[config.mk]
export PLATFORM = sky130hd
export DESIGN_NAME = rgb_led_blink_flash_controller
export DESIGN_NICKNAME = d
export VERILOG_FILES = /design/src/rtl/rlbf_pkg.sv /design/src/rtl/rlbf_cfg.sv /design/src/rtl/rlbf_in.sv /design/src/rtl/rlbf_core.sv /design/src/rtl/rgb_led_blink_flash_controller.sv
export SDC_FILE = /design/constraint.sdc
export NUM_CORES = 2
export LEC_CHECK = 0
export BUFFER_PORTS_ARGS = -buffer_cell sky130_fd_sc_hd__buf_2
export CAP_MARGIN = 20
export CORE_MARGIN = 1
export CORE_UTILIZATION = 38
export CTS_BUF_LIST = sky130_fd_sc_hd__clkbuf_16
export DETAILED_ROUTE_END_ITERATION = 6
export PLACE_DENSITY = 0.66
export REMOVE_ABC_BUFFERS = 1
export SLEW_MARGIN = 20
export SYNTH_ARGS = -nofsm -noshare
export SYNTH_HDL_FRONTEND = slang
export SYNTH_SLANG_ARGS = --single-unit
[constraint.sdc]
create_clock -name clk -period 7.85 [get_ports clk]
set_clock_uncertainty 0.05 [all_clocks]
set_input_delay 1.9625 -clock clk [delete_from_list [all_inputs] [get_ports clk]]
set_output_delay 1.9625 -clock clk [all_outputs]
set_load 0.02 [all_outputs]
[src/rtl/rlbf_pkg.sv]
package rlbf_pkg;

  typedef enum logic [1:0] {
    CMD_TICK  = 2'd0,
    CMD_FLASH = 2'd1,
    CMD_APPLY = 2'd2,
    CMD_NONE  = 2'd3
  } cmd_t;

  typedef enum logic [1:0] {
    MODE_STEADY = 2'd0,
    MODE_BLINK  = 2'd1,
    MODE_FLASH  = 2'd2
  } mode_t;

  typedef enum logic [2:0] {
    REG_RED       = 3'd0,
    REG_GREEN     = 3'd1,
    REG_BLUE      = 3'd2,
    REG_BRIGHT    = 3'd3,
    REG_BLINK_ON  = 3'd4,
    REG_BLINK_OFF = 3'd5
  } reg_idx_t;

  localparam int unsigned BRIGHT_RESET = 50;
  // 2^19 / 100 rounded up; exact floor for every 8 by 7 bit product
  localparam logic [19:0] BRIGHT_RECIP = 20'd5243;
  localparam int unsigned BRIGHT_SHIFT = 19;
  localparam int unsigned FACTOR_W = 20;
  localparam int unsigned PROD_W = 28;

  typedef struct packed {
    logic [7:0]          red;
    logic [7:0]          green;
    logic [7:0]          blue;
    logic [FACTOR_W-1:0] factor;
    logic [15:0]         on_time;
    logic [15:0]         off_time;
  } cfg_t;

  typedef struct packed {
    cmd_t        command;
    logic [7:0]  flash_red;
    logic [7:0]  flash_green;
    logic [7:0]  flash_blue;
    logic [15:0] flash_ms;
  } item_t;

  // c * brightness / 100, saturated at 255
  function automatic logic [7:0] scale_chan(input logic [7:0] c,
                                            input logic [FACTOR_W-1:0] k);
    logic [PROD_W-1:0] p;
    logic [PROD_W-BRIGHT_SHIFT-1:0] v;
    p = PROD_W'(c) * PROD_W'(k);
    v = p[PROD_W-1:BRIGHT_SHIFT];
    if (v > (PROD_W-BRIGHT_SHIFT)'(255)) begin
      return 8'hFF;
    end
    return v[7:0];
  endfunction

endpackage

[src/rtl/rlbf_cfg.sv]
module rlbf_cfg
  import rlbf_pkg::*;
(
  input  logic        clk,
  input  logic        rst,
  input  logic        psel,
  input  logic        penable,
  input  logic        pwrite,
  input  logic [4:0]  paddr,
  input  logic [31:0] pwdata,
  output logic [31:0] prdata,
  output logic        pready,
  output cfg_t        cfg
);

  logic [7:0]  red;
  logic [7:0]  green;
  logic [7:0]  blue;
  logic [6:0]  brightness;
  logic [FACTOR_W-1:0] factor;
  logic [15:0] on_time;
  logic [15:0] off_time;
  logic        wr;
  reg_idx_t    idx;

  assign pready = 1'b1;
  assign wr     = psel && penable && pwrite && pready;
  assign idx    = reg_idx_t'(paddr[4:2]);

  always_ff @(posedge clk) begin
    if (rst) begin
      red          <= '0;
      green        <= '0;
      blue         <= '0;
      brightness   <= 7'(BRIGHT_RESET);
      factor       <= FACTOR_W'(BRIGHT_RESET) * BRIGHT_RECIP;
      on_time      <= '0;
      off_time     <= '0;
    end else if (wr) begin
      unique case (idx)
        REG_RED:       red <= pwdata[7:0];
        REG_GREEN:     green <= pwdata[7:0];
        REG_BLUE:      blue <= pwdata[7:0];
        REG_BRIGHT: begin
          brightness <= pwdata[6:0];
          // keep the scale factor ready so the data path has one multiply
          factor     <= FACTOR_W'(pwdata[6:0]) * BRIGHT_RECIP;
        end
        REG_BLINK_ON:  on_time <= pwdata[15:0];
        REG_BLINK_OFF: off_time <= pwdata[15:0];
        default: ;
      endcase
    end
  end

  always_comb begin
    prdata = '0;
    unique case (idx)
      REG_RED:       prdata = 32'(red);
      REG_GREEN:     prdata = 32'(green);
      REG_BLUE:      prdata = 32'(blue);
      REG_BRIGHT:    prdata = 32'(brightness);
      REG_BLINK_ON:  prdata = 32'(on_time);
      REG_BLINK_OFF: prdata = 32'(off_time);
      default:       prdata = '0;
    endcase
  end

  assign cfg.red      = red;
  assign cfg.green    = green;
  assign cfg.blue     = blue;
  assign cfg.factor   = factor;
  assign cfg.on_time  = on_time;
  assign cfg.off_time = off_time;

endmodule

[src/rtl/rlbf_in.sv]
module rlbf_in
  import rlbf_pkg::*;
(
  input  logic        clk,
  input  logic        rst,
  input  logic        s_tvalid,
  output logic        s_tready,
  input  logic [39:0] s_tdata,
  input  logic [1:0]  s_tuser,
  input  logic        take,
  output logic        full,
  output item_t       item
);

  logic full_next;

  assign s_tready = !full || take;

  always_comb begin
    full_next = full;
    if (s_tvalid && s_tready) begin
      full_next = 1'b1;
    end else if (take) begin
      full_next = 1'b0;
    end
  end

  always_ff @(posedge clk) begin
    if (rst) begin
      full <= 1'b0;
    end else begin
      full <= full_next;
    end
  end

  always_ff @(posedge clk) begin
    if (s_tvalid && s_tready) begin
      item.command     <= cmd_t'(s_tuser);
      item.flash_red   <= s_tdata[7:0];
      item.flash_green <= s_tdata[15:8];
      item.flash_blue  <= s_tdata[23:16];
      item.flash_ms    <= s_tdata[39:24];
    end
  end

endmodule

[src/rtl/rlbf_core.sv]
module rlbf_core
  import rlbf_pkg::*;
(
  input  logic        clk,
  input  logic        rst,
  input  cfg_t        cfg,
  input  logic        item_valid,
  input  item_t       item,
  output logic        take,
  output logic        m_tvalid,
  input  logic        m_tready,
  output logic [31:0] m_tdata,
  output mode_t       mode,
  output logic [15:0] countdown,
  output logic [15:0] saved_remaining
);

  typedef enum logic [1:0] {
    SHOW_KEEP  = 2'd0,
    SHOW_COLOR = 2'd1,
    SHOW_DARK  = 2'd2,
    SHOW_FLASH = 2'd3
  } show_t;

  logic        phase_on;
  logic [23:0] shown_pixel;
  mode_t       mode_next;
  logic        phase_on_next;
  logic [15:0] countdown_next;
  logic [15:0] saved_next;
  logic [23:0] pixel_next;
  logic        out_valid_next;
  logic        enabled;
  logic        run_setup;
  logic        expiry;
  logic [15:0] cd_dec;
  show_t       show_sel;
  logic [7:0]  pick_r;
  logic [7:0]  pick_g;
  logic [7:0]  pick_b;

  assign take    = item_valid && (!m_tvalid || m_tready);
  assign enabled = (cfg.on_time != '0) && (cfg.off_time != '0);
  assign cd_dec  = (countdown != '0) ? countdown - 16'd1 : '0;

  always_comb begin
    mode_next      = mode;
    phase_on_next  = phase_on;
    countdown_next = countdown;
    saved_next     = saved_remaining;
    run_setup      = 1'b0;
    expiry         = 1'b0;
    show_sel       = SHOW_KEEP;

    unique case (item.command)
      CMD_TICK: begin
        if (mode != MODE_STEADY) begin
          countdown_next = cd_dec;
          if (cd_dec == '0) begin
            run_setup = 1'b1;
            expiry    = 1'b1;
          end
        end
      end
      CMD_FLASH: begin
        if (mode != MODE_STEADY) begin
          saved_next = countdown;
        end
        show_sel       = SHOW_FLASH;
        countdown_next = item.flash_ms;
        mode_next      = MODE_FLASH;
      end
      CMD_APPLY: begin
        if (enabled) begin
          phase_on_next = 1'b0;
        end
        run_setup = 1'b1;
      end
      CMD_NONE: ;
      default: ;
    endcase

    if (run_setup) begin
      priority if (!enabled) begin
        mode_next      = MODE_STEADY;
        countdown_next = '0;
        saved_next     = '0;
        show_sel       = SHOW_COLOR;
      end else if (mode_next == MODE_BLINK) begin
        // apply while blinking keeps the countdown and pixel but clears the phase flag
        if (expiry) begin
          phase_on_next  = !phase_on_next;
          countdown_next = phase_on_next ? cfg.on_time : cfg.off_time;
          show_sel       = phase_on_next ? SHOW_COLOR : SHOW_DARK;
        end
      end else if (saved_next != '0) begin
        // resume the blink phase that the flash cut short
        countdown_next = saved_next;
        saved_next     = '0;
        mode_next      = MODE_BLINK;
        show_sel       = phase_on_next ? SHOW_COLOR : SHOW_DARK;
      end else begin
        countdown_next = cfg.on_time;
        mode_next      = MODE_BLINK;
        phase_on_next  = 1'b1;
        show_sel       = SHOW_COLOR;
      end
    end
  end

  always_comb begin
    pick_r = '0;
    pick_g = '0;
    pick_b = '0;
    unique case (show_sel)
      SHOW_COLOR: begin
        pick_r = cfg.red;
        pick_g = cfg.green;
        pick_b = cfg.blue;
      end
      SHOW_FLASH: begin
        pick_r = item.flash_red;
        pick_g = item.flash_green;
        pick_b = item.flash_blue;
      end
      SHOW_DARK, SHOW_KEEP: ;
      default: ;
    endcase
    if (show_sel == SHOW_KEEP) begin
      pixel_next = shown_pixel;
    end else begin
      pixel_next = {scale_chan(pick_r, cfg.factor), scale_chan(pick_g, cfg.factor),
                    scale_chan(pick_b, cfg.factor)};
    end
  end

  always_comb begin
    out_valid_next = m_tvalid;
    if (take) begin
      out_valid_next = 1'b1;
    end else if (m_tready) begin
      out_valid_next = 1'b0;
    end
  end

  // state changes only when a word is taken, so it doubles as the result register
  always_ff @(posedge clk) begin
    if (rst) begin
      mode            <= MODE_STEADY;
      phase_on        <= 1'b0;
      countdown       <= '0;
      saved_remaining <= '0;
      shown_pixel     <= '0;
      m_tvalid        <= 1'b0;
    end else begin
      m_tvalid <= out_valid_next;
      if (take) begin
        mode            <= mode_next;
        phase_on        <= phase_on_next;
        countdown       <= countdown_next;
        saved_remaining <= saved_next;
        shown_pixel     <= pixel_next;
      end
    end
  end

  assign m_tdata = {6'd0, mode, shown_pixel[7:0], shown_pixel[15:8], shown_pixel[23:16]};

endmodule

[src/rtl/rgb_led_blink_flash_controller.sv]
// Drives one RGB pixel in steady, blink or flash mode from millisecond ticks,
// flash requests and apply commands, one result word per input word. A word
// is held first in the input register and then in the state update, whose
// registers also hold the result, so a new word is taken every cycle unless
// the result side stalls. Channels are scaled as c*brightness/100 through a
// factor precomputed at register write, so the data path carries a single
// 8 by 20 bit multiply per channel.
module rgb_led_blink_flash_controller
  import rlbf_pkg::*;
(
  input  logic        clk,
  input  logic        rst,
  input  logic        psel,
  input  logic        penable,
  input  logic        pwrite,
  input  logic [4:0]  paddr,
  input  logic [31:0] pwdata,
  output logic [31:0] prdata,
  output logic        pready,
  input  logic        s_tvalid,
  output logic        s_tready,
  input  logic [39:0] s_tdata,  // flash_red, flash_green, flash_blue, flash_ms
  input  logic [1:0]  s_tuser,  // command
  output logic        m_tvalid,
  input  logic        m_tready,
  output logic [31:0] m_tdata   // pixel_red, pixel_green, pixel_blue, mode
);

  cfg_t        cfg;
  item_t       item;
  logic        item_valid;
  logic        take;
  mode_t       mode;
  logic [15:0] countdown;
  logic [15:0] saved_remaining;

  rlbf_cfg u_cfg (
    .clk     (clk),
    .rst     (rst),
    .psel    (psel),
    .penable (penable),
    .pwrite  (pwrite),
    .paddr   (paddr),
    .pwdata  (pwdata),
    .prdata  (prdata),
    .pready  (pready),
    .cfg     (cfg)
  );

  rlbf_in u_in (
    .clk      (clk),
    .rst      (rst),
    .s_tvalid (s_tvalid),
    .s_tready (s_tready),
    .s_tdata  (s_tdata),
    .s_tuser  (s_tuser),
    .take     (take),
    .full     (item_valid),
    .item     (item)
  );

  rlbf_core u_core (
    .clk             (clk),
    .rst             (rst),
    .cfg             (cfg),
    .item_valid      (item_valid),
    .item            (item),
    .take            (take),
    .m_tvalid        (m_tvalid),
    .m_tready        (m_tready),
    .m_tdata         (m_tdata),
    .mode            (mode),
    .countdown       (countdown),
    .saved_remaining (saved_remaining)
  );

  // input side stalls only behind a held result
  a_stall_cause: assert property (@(posedge clk) disable iff (rst)
    !s_tready |-> (m_tvalid && !m_tready))
    else $error("input stalled without result backpressure");

  // a blink phase always has time left; expiry reloads it in the same step
  a_blink_count: assert property (@(posedge clk) disable iff (rst)
    (mode == MODE_BLINK) |-> (countdown != '0))
    else $error("blink mode with empty countdown");

  // saved blink time exists only while a flash runs
  a_saved_flash: assert property (@(posedge clk) disable iff (rst)
    (saved_remaining != '0) |-> (mode == MODE_FLASH))
    else $error("saved time outside flash mode");

endmodule

# Word-level counts from Yosys, hierarchy flattened

Cells that the tools add are included.

Flip-flop bits (word level): 186
Bits of input ports: 86
Output and inout port bits: 67
Word-level logic and storage cells: 124

$add $sub $neg: 1
Multipliers: 4
Order comparisons: 3
Equality and inequality tests: 10
Multiplexer cells: 58
Bitwise logic cells: 1
Reductions and logical operators: 28

Operator list:

| kind                                                                             | count |
|---|---|
| 16-bit two-way mux                                                               | 14 |
| 16-bit case mux with 6 select lines                                              | 1 |
| 8-bit by 20-bit multiplier with 28-bit output                                    | 3 |
| 16-bit nonzero test                                                              | 4 |
| 8-bit two-way mux                                                                | 6 |
| 8-bit case mux with 2 select lines                                               | 3 |
| 16-bit case mux with 2 select lines                                              | 1 |
| 9-bit by 8-bit greater-than comparator with 1-bit output (second input constant) | 3 |
| 2-bit two-way mux                                                                | 12 |
| 7-bit by 13-bit multiplier with 20-bit output (second input constant)            | 1 |
| 1-bit two-way mux                                                                | 20 |
| 16-bit logical NOT                                                               | 1 |
| 16-bit by 1-bit subtractor with 16-bit output (second input constant)            | 1 |
| 2-bit AND reduction                                                              | 7 |
| 2-bit by 1-bit == test with 1-bit output (second input constant)                 | 3 |
| 3-bit by 2-bit == test with 1-bit output (second input constant)                 | 2 |
| 3-bit == test (second input constant)                                            | 2 |
| 2-bit nonzero test                                                               | 3 |
| 1-bit logical AND                                                                | 5 |
| 2-bit == test (second input constant)                                            | 2 |
| 2-bit logical NOT                                                                | 2 |
| 3-bit by 1-bit == test with 1-bit output (second input constant)                 | 1 |
| 1-bit logical NOT                                                                | 3 |
| 3-bit logical NOT                                                                | 1 |
| other kinds (3)                                                                  | 4 |

# Depth between registers and ports, before layout

Word-level depth: 17
Depth in mapped cells: 35

# Modules after synthesis

A second synthesis with hierarchy kept.

Cell total of the unflattened synthesis: 2873
Area, all modules: 25045.3 µm²

By module, submodules not included:

| module    | instances | cells each | area an instance (µm²) | seq. area each (µm²) |
|---|---|---|---|---|
| rlbf_core | 1         | 2210       | 18514.0                | 1201.2 |
| rlbf_cfg  | 1         | 616        | 5215.0                 | 1641.6 |
| rlbf_in   | 1         | 47         | 1316.3                 | 1281.2 |

# Least setup slack after synthesis

Ideal clock, no wire load.

Path type: reg-to-reg
Start point: register u_core.countdown[0]
End point: register u_core.shown_pixel[22]
Library setup time: 70 ps
Arrival: 7800 ps
Required time: 7730 ps
Path slack: -70 ps
Stages on the path, launching flop included: 32
Clock period less this slack: 7920 ps
Cells stage by stage: dfxtp_1 > buf_6 > inv_1 > ha_1 > nor4b_2 > nand3b_4 > or4_1 > a22o_1 > or4b_1 > buf_2 > o22ai_4 > buf_2 > a22o_1 > clkbuf_1 > and2_1 > fa_1 > fa_1 > fa_1 > fa_1 > ha_1 > a21o_1 > a21o_1 > a211oi_1 > o21ai_0 > a211o_1 > or2_2 > o2111ai_1 > a21oi_1 > a211oi_1 > xnor2_1 > o21ai_0 > a21oi_1

Cells in the longest elaborated chain, start to end: 17

Ends and longest elaborated chain:

| what                                                                                 | RTL line         | source |
|---|---|---|
| start: declaration                                                                   | rlbf_core.sv:14  | `output logic [15:0] countdown,` |
| start signal: assignment                                                             | rlbf_core.sv:160 | `countdown <= countdown_next;` |
| 16-bit by 1-bit subtractor with 16-bit output or 16-bit nonzero test (tied branches) | rlbf_core.sv:44  | `assign cd_dec = (countdown != '0) ? countdown - 16'd1 : '0;` |
| 16-bit two-way mux                                                                   | rlbf_core.sv:44  |  |
| 16-bit logical NOT                                                                   | rlbf_core.sv:59  | `if (cd_dec == '0) begin` |
| 1-bit two-way mux                                                                    | rlbf_core.sv:59  |  |
| 1-bit two-way mux                                                                    | rlbf_core.sv:57  | `if (mode != MODE_STEADY) begin` |
| 1-bit two-way mux                                                                    | rlbf_core.sv:55  | `unique case (item.command)` |
| 2-bit two-way mux                                                                    | rlbf_core.sv:91  | `if (expiry) begin` |
| 2-bit two-way mux                                                                    | rlbf_core.sv:89  | `end else if (mode_next == MODE_BLINK) begin` |
| 2-bit two-way mux                                                                    | rlbf_core.sv:84  | `priority if (!enabled) begin` |
| 2-bit two-way mux *                                                                  | rlbf_core.sv:83  | `if (run_setup) begin` |
| 2-bit == test or 2-bit by 1-bit == test with 1-bit output (tied branches)            | rlbf_core.sv:115 | `unique case (show_sel)` |
| 8-bit case mux with 2 select lines                                                   | rlbf_core.sv:115 |  |
| 8-bit by 20-bit multiplier with 28-bit output                                        | rlbf_pkg.sv:54   | `p = PROD_W'(c) * PROD_W'(k);` |
| 9-bit by 8-bit greater-than comparator with 1-bit output                             | rlbf_pkg.sv:56   | `if (v > (PROD_W-BRIGHT_SHIFT)'(255)) begin` |
| 1-bit two-way mux                                                                    | rlbf_pkg.sv:56   |  |
| 1-bit two-way mux                                                                    | rlbf_core.sv:129 | `if (show_sel == SHOW_KEEP) begin` |
| 8-bit two-way mux                                                                    | rlbf_pkg.sv:59   | `return v[7:0];` |
| end signal: assignment                                                               | rlbf_core.sv:162 | `shown_pixel <= pixel_next;` |
| end: declaration                                                                     | rlbf_core.sv:26  | `logic [23:0] shown_pixel;` |

Every way passes the cells marked *; elsewhere a longest branch is shown, timed or not. The select of a mux whose other input is x is not followed.
A chain may end at the register's enable or synchronous reset.

# Worst setup path after layout

Start point: register u_core.countdown[8]
End point: register u_core.shown_pixel[23]

Same word-level chain as after synthesis.

==> summary.txt <==
Run status
  – Status: finished, violations left
  – Failing checks: DRC, setup timing

Detailed routing
  – Vias per inst: 5.24
  – First drt pass iteration count: 7
  – Routed len/inst: around 18 microns
  – WL final: around 70 mm
  – Antenna Nets Post-Route: 0
  – Initial drt markers: roughly 1,300
  – # DRC: 9
  – Via count: 20,300

Synth
  – Syn_area_per_cell: roughly 8.7 sq um
  – Synth top area cells: fa_1, dfxtp_1, ha_1
  – Sequential fraction of the synthesis area: between 10% and 20%
  – Async SR Flop Fraction: 0%
  – Yosys cell types: 79
  – Post-Synth Adder-Cell Area: a little under two fifths
  – Top_reg_cell synth: dfxtp_1
  – Yosys reg bits: ~190
  – Post-synth top area share: 27.7%
  – Synth Area in Compound Gates: between 10% and 20%
  – Yosys warning count: 0
  – Synth Area in Simple Gates: between 20% and 30%
  – Cell taking the most area after synthesis: fa_1
  – Mapped Cells: ~2,800
  – Cell area after synthesis: roughly 0.024 sq mm
  – Commonest cells post-synth: fa_1, and2_1, inv_1, nand2_1, ha_1
  – Combinational family with the most area after synthesis: adder cells
  – Most common cell in the netlist: fa_1
  – Post-synthesis xor/xnor area fraction: approximately 1.7%
  – Post-synth EDFFs: 42
  – Post-synthesis mux area share: 2.95%

Finish
  – ANT cells: 0
  – Utilization after layout: 44.6%
  – Fraction of layout cells with a size suffix above 1: 16.2%
  – Layout Cells excl Fill: 3,867
  – Area Overhead vs Synth: 15.6%
  – Nets@finish: about 3,600

Global routing
  – Tot GR Track Use: approximately a fifth
  – Initial antenna violation count: 2
  – Largest net degree at the start of global routing: 76
  – First-pass GRT wire length: ~110 mm
  – Vias in the first global route: roughly 21,000
  – Gr ovfl total: 0

Min path
  – Hold Path Class: reg2reg

STA
  – Period utilization: 100%
  – Slew margin rel.: a little over 20%
  – Final max-slew violation count: 0
  – Worst-margin pin slew: ~1200 ps
  – RSZ-0062 raised after global routing: yes
  – Hold Vio Cnt, Final: 0
  – Fmax: about 0.13 GHz
  – Final worst slack: -22.5 ps
  – Final min period: ~7900 ps
  – Setup violators final: 1

Worst setup path
  – Worst path arrival time: 8250 ps
  – CP peak stage delay: about 550 ps
  – Worst-path fanout max: 7
  – CP Launch Type: register
  – Setup crit end kind: register
  – FF-to-FF setup slack: -20 ps
  – Slowest cell on the critical path: or4b_4
  – CP required: 8230 ps
  – Worst Path Class, Setup: reg2reg

Die
  – Initial Utilization: between 30% and 40%
  – Cell Rows: between 90 and 100
  – Core area: 0.0633 sq mm
  – Die ar.: ~0.065 sq mm
  – Die Height: roughly 260 microns
  – Top-level I/O count: 153
  – Die Wd: ~260 microns

Power and ir drop
  – Max VDD drop: about 0.17 mV
  – P per Cell Area: 100 mW/mm^2
  – Leakage: ~0.014 uW

Place
  – Placed cells: 3,818
  – Port Buffers: around 110
  – Detailed placement HPWL: 52.3 mm
  – GPL Wtd Cong: around 0.9

Job
  – Max_cap viols: 0

Clocking
  – Clock latency on the worst-skew pair: roughly 520 ps
  – CTS tree: yes
  – Clk slew on worst S/H paths: approximately 90 ps
  – CTS Root Cell: clkbuf_16
  – CTS Buffer Depth: 2
  – Num Clock Sinks: 185
  – CTS H-Tree Depth: 4
  – CTS buffer count: 17
==> cells in the final DEF (no fill, tap or decap), types with 15 or more instances in the layout <==
cell type  Yosys  layout
fa_1         338     334
nand2_1      324     324
inv_1        324     323
and2_1       331     320
buf_4         24     215
ha_1         189     184
a21oi_1      170     163
nor2_1       162     157
dfxtp_1      143     140
buf_2          9     110
o21ai_0       73      68
mux2i_1       63      63
a21o_1        50      50
edfxtp_1      42      42
xnor2_1       35      34
nand3_1       33      33
nor3_1        35      28
a31oi_1       25      25
conb_1         2      23
a22oi_1       20      20
nor4_1        23      19
clkbuf_16      0      18
nand4_1       16      16
a211oi_1      19      15
==> layer usage <==
metal | GRT usage [%] | up-vias | share of wire (%)
met5 | 0 | - | 0.037
li1 | - | 9528 | -
met1 | 27.7 | 10000 | 44
met4 | 7.98 | 4 | 3.4
met2 | 34.8 | 609 | 47
met3 | 3.46 | 108 | 5.8
==> flip-flops by register name, indices dropped and copies added, names as in the netlist, 16 cells and up <==
name / count
u_in.item: 42
u_cfg.off_time: 16
u_cfg.on_time: 16
u_core.shown_pixel: 24
u_core.saved_remaining: 16
u_core.countdown: 16
u_cfg.factor: 20
==> per-stage QoR <==
stage / TNS (ps) / area, sq um / setup slack, ps / hold WS (ps) / power, uW
floorplan: -4880 / 23700 / -551 / 377 / 1610
global placement: -3390 / 27000 / -465 / 390 / 1890
detailed placement: -4280 / 27000 / -551 / 401 / 1900
CTS: 0 / 27800 / 6.84 / 410 / 2830
global route: -2970 / 28300 / -245 / 429 / 2990
finish: -22.5 / 28300 / -22.5 / 404 / 2830
==> cell families (layout without fill, tap and decap cells) <==
| family | Yosys count | count (layout) |
|---|---|---|
| buffers and inverters | 516 | 704 |
| muxes | 69 | 69 |
| AOI/OAI and AO/OA | 466 | 466 |
| other | 2 | 23 |
| DFF | 185 | 185 |
| and+or+nand+nor | 999 | 999 |
| adders and majority gates | 527 | 527 |
| xor gates and xnor gates | 48 | 48 |
==> final timing paths <==
path	startpoint	cells after the start	end
worst max-delay path	u_core.countdown[8]	30	u_core.shown_pixel[23]
worst min-delay path	u_cfg.factor[13]	2	u_cfg.factor[13]
worst max register to register	u_core.countdown[8]	30	u_core.shown_pixel[23]
worst min register to register	u_cfg.factor[13]	2	u_cfg.factor[13]
==> worst max-delay path, delay by kind of cell, from the launching register on <==
kind | cells | cell delay (ps)
flops | 1 | 320
simple gates | 6 | 2100
buf+inv | 5 | 500
compound gates | 13 | 2580
fa+ha+maj | 5 | 2100
mux | 1 | 130
==> power breakdown <==
group          total [uW]  switching, uW  leakage [uW]  internal (uW)
registers            1030           28.2       0.00157           1000
logic                 891            504        0.0121            387
clock network         913            474      0.000295            438
==> layout make-up <==
class,count,area [sq um]
clock buffer,18,450
clock inverter,14,126
fill,6299,35100
inverter,325,1220
multi-input combinational,2132,18800
sequential,185,4130
tap,846,1060
timing repair buffer,347,2460
==> what timing repair did <==
action,4_1_cts,5_1_grt
pin swaps,21,55
hold buffers,0,0
resized for setup,26,94
endpoints found under the setup margin,23,24
buffers inserted,10,9
(Power assumes the default switching activity.)
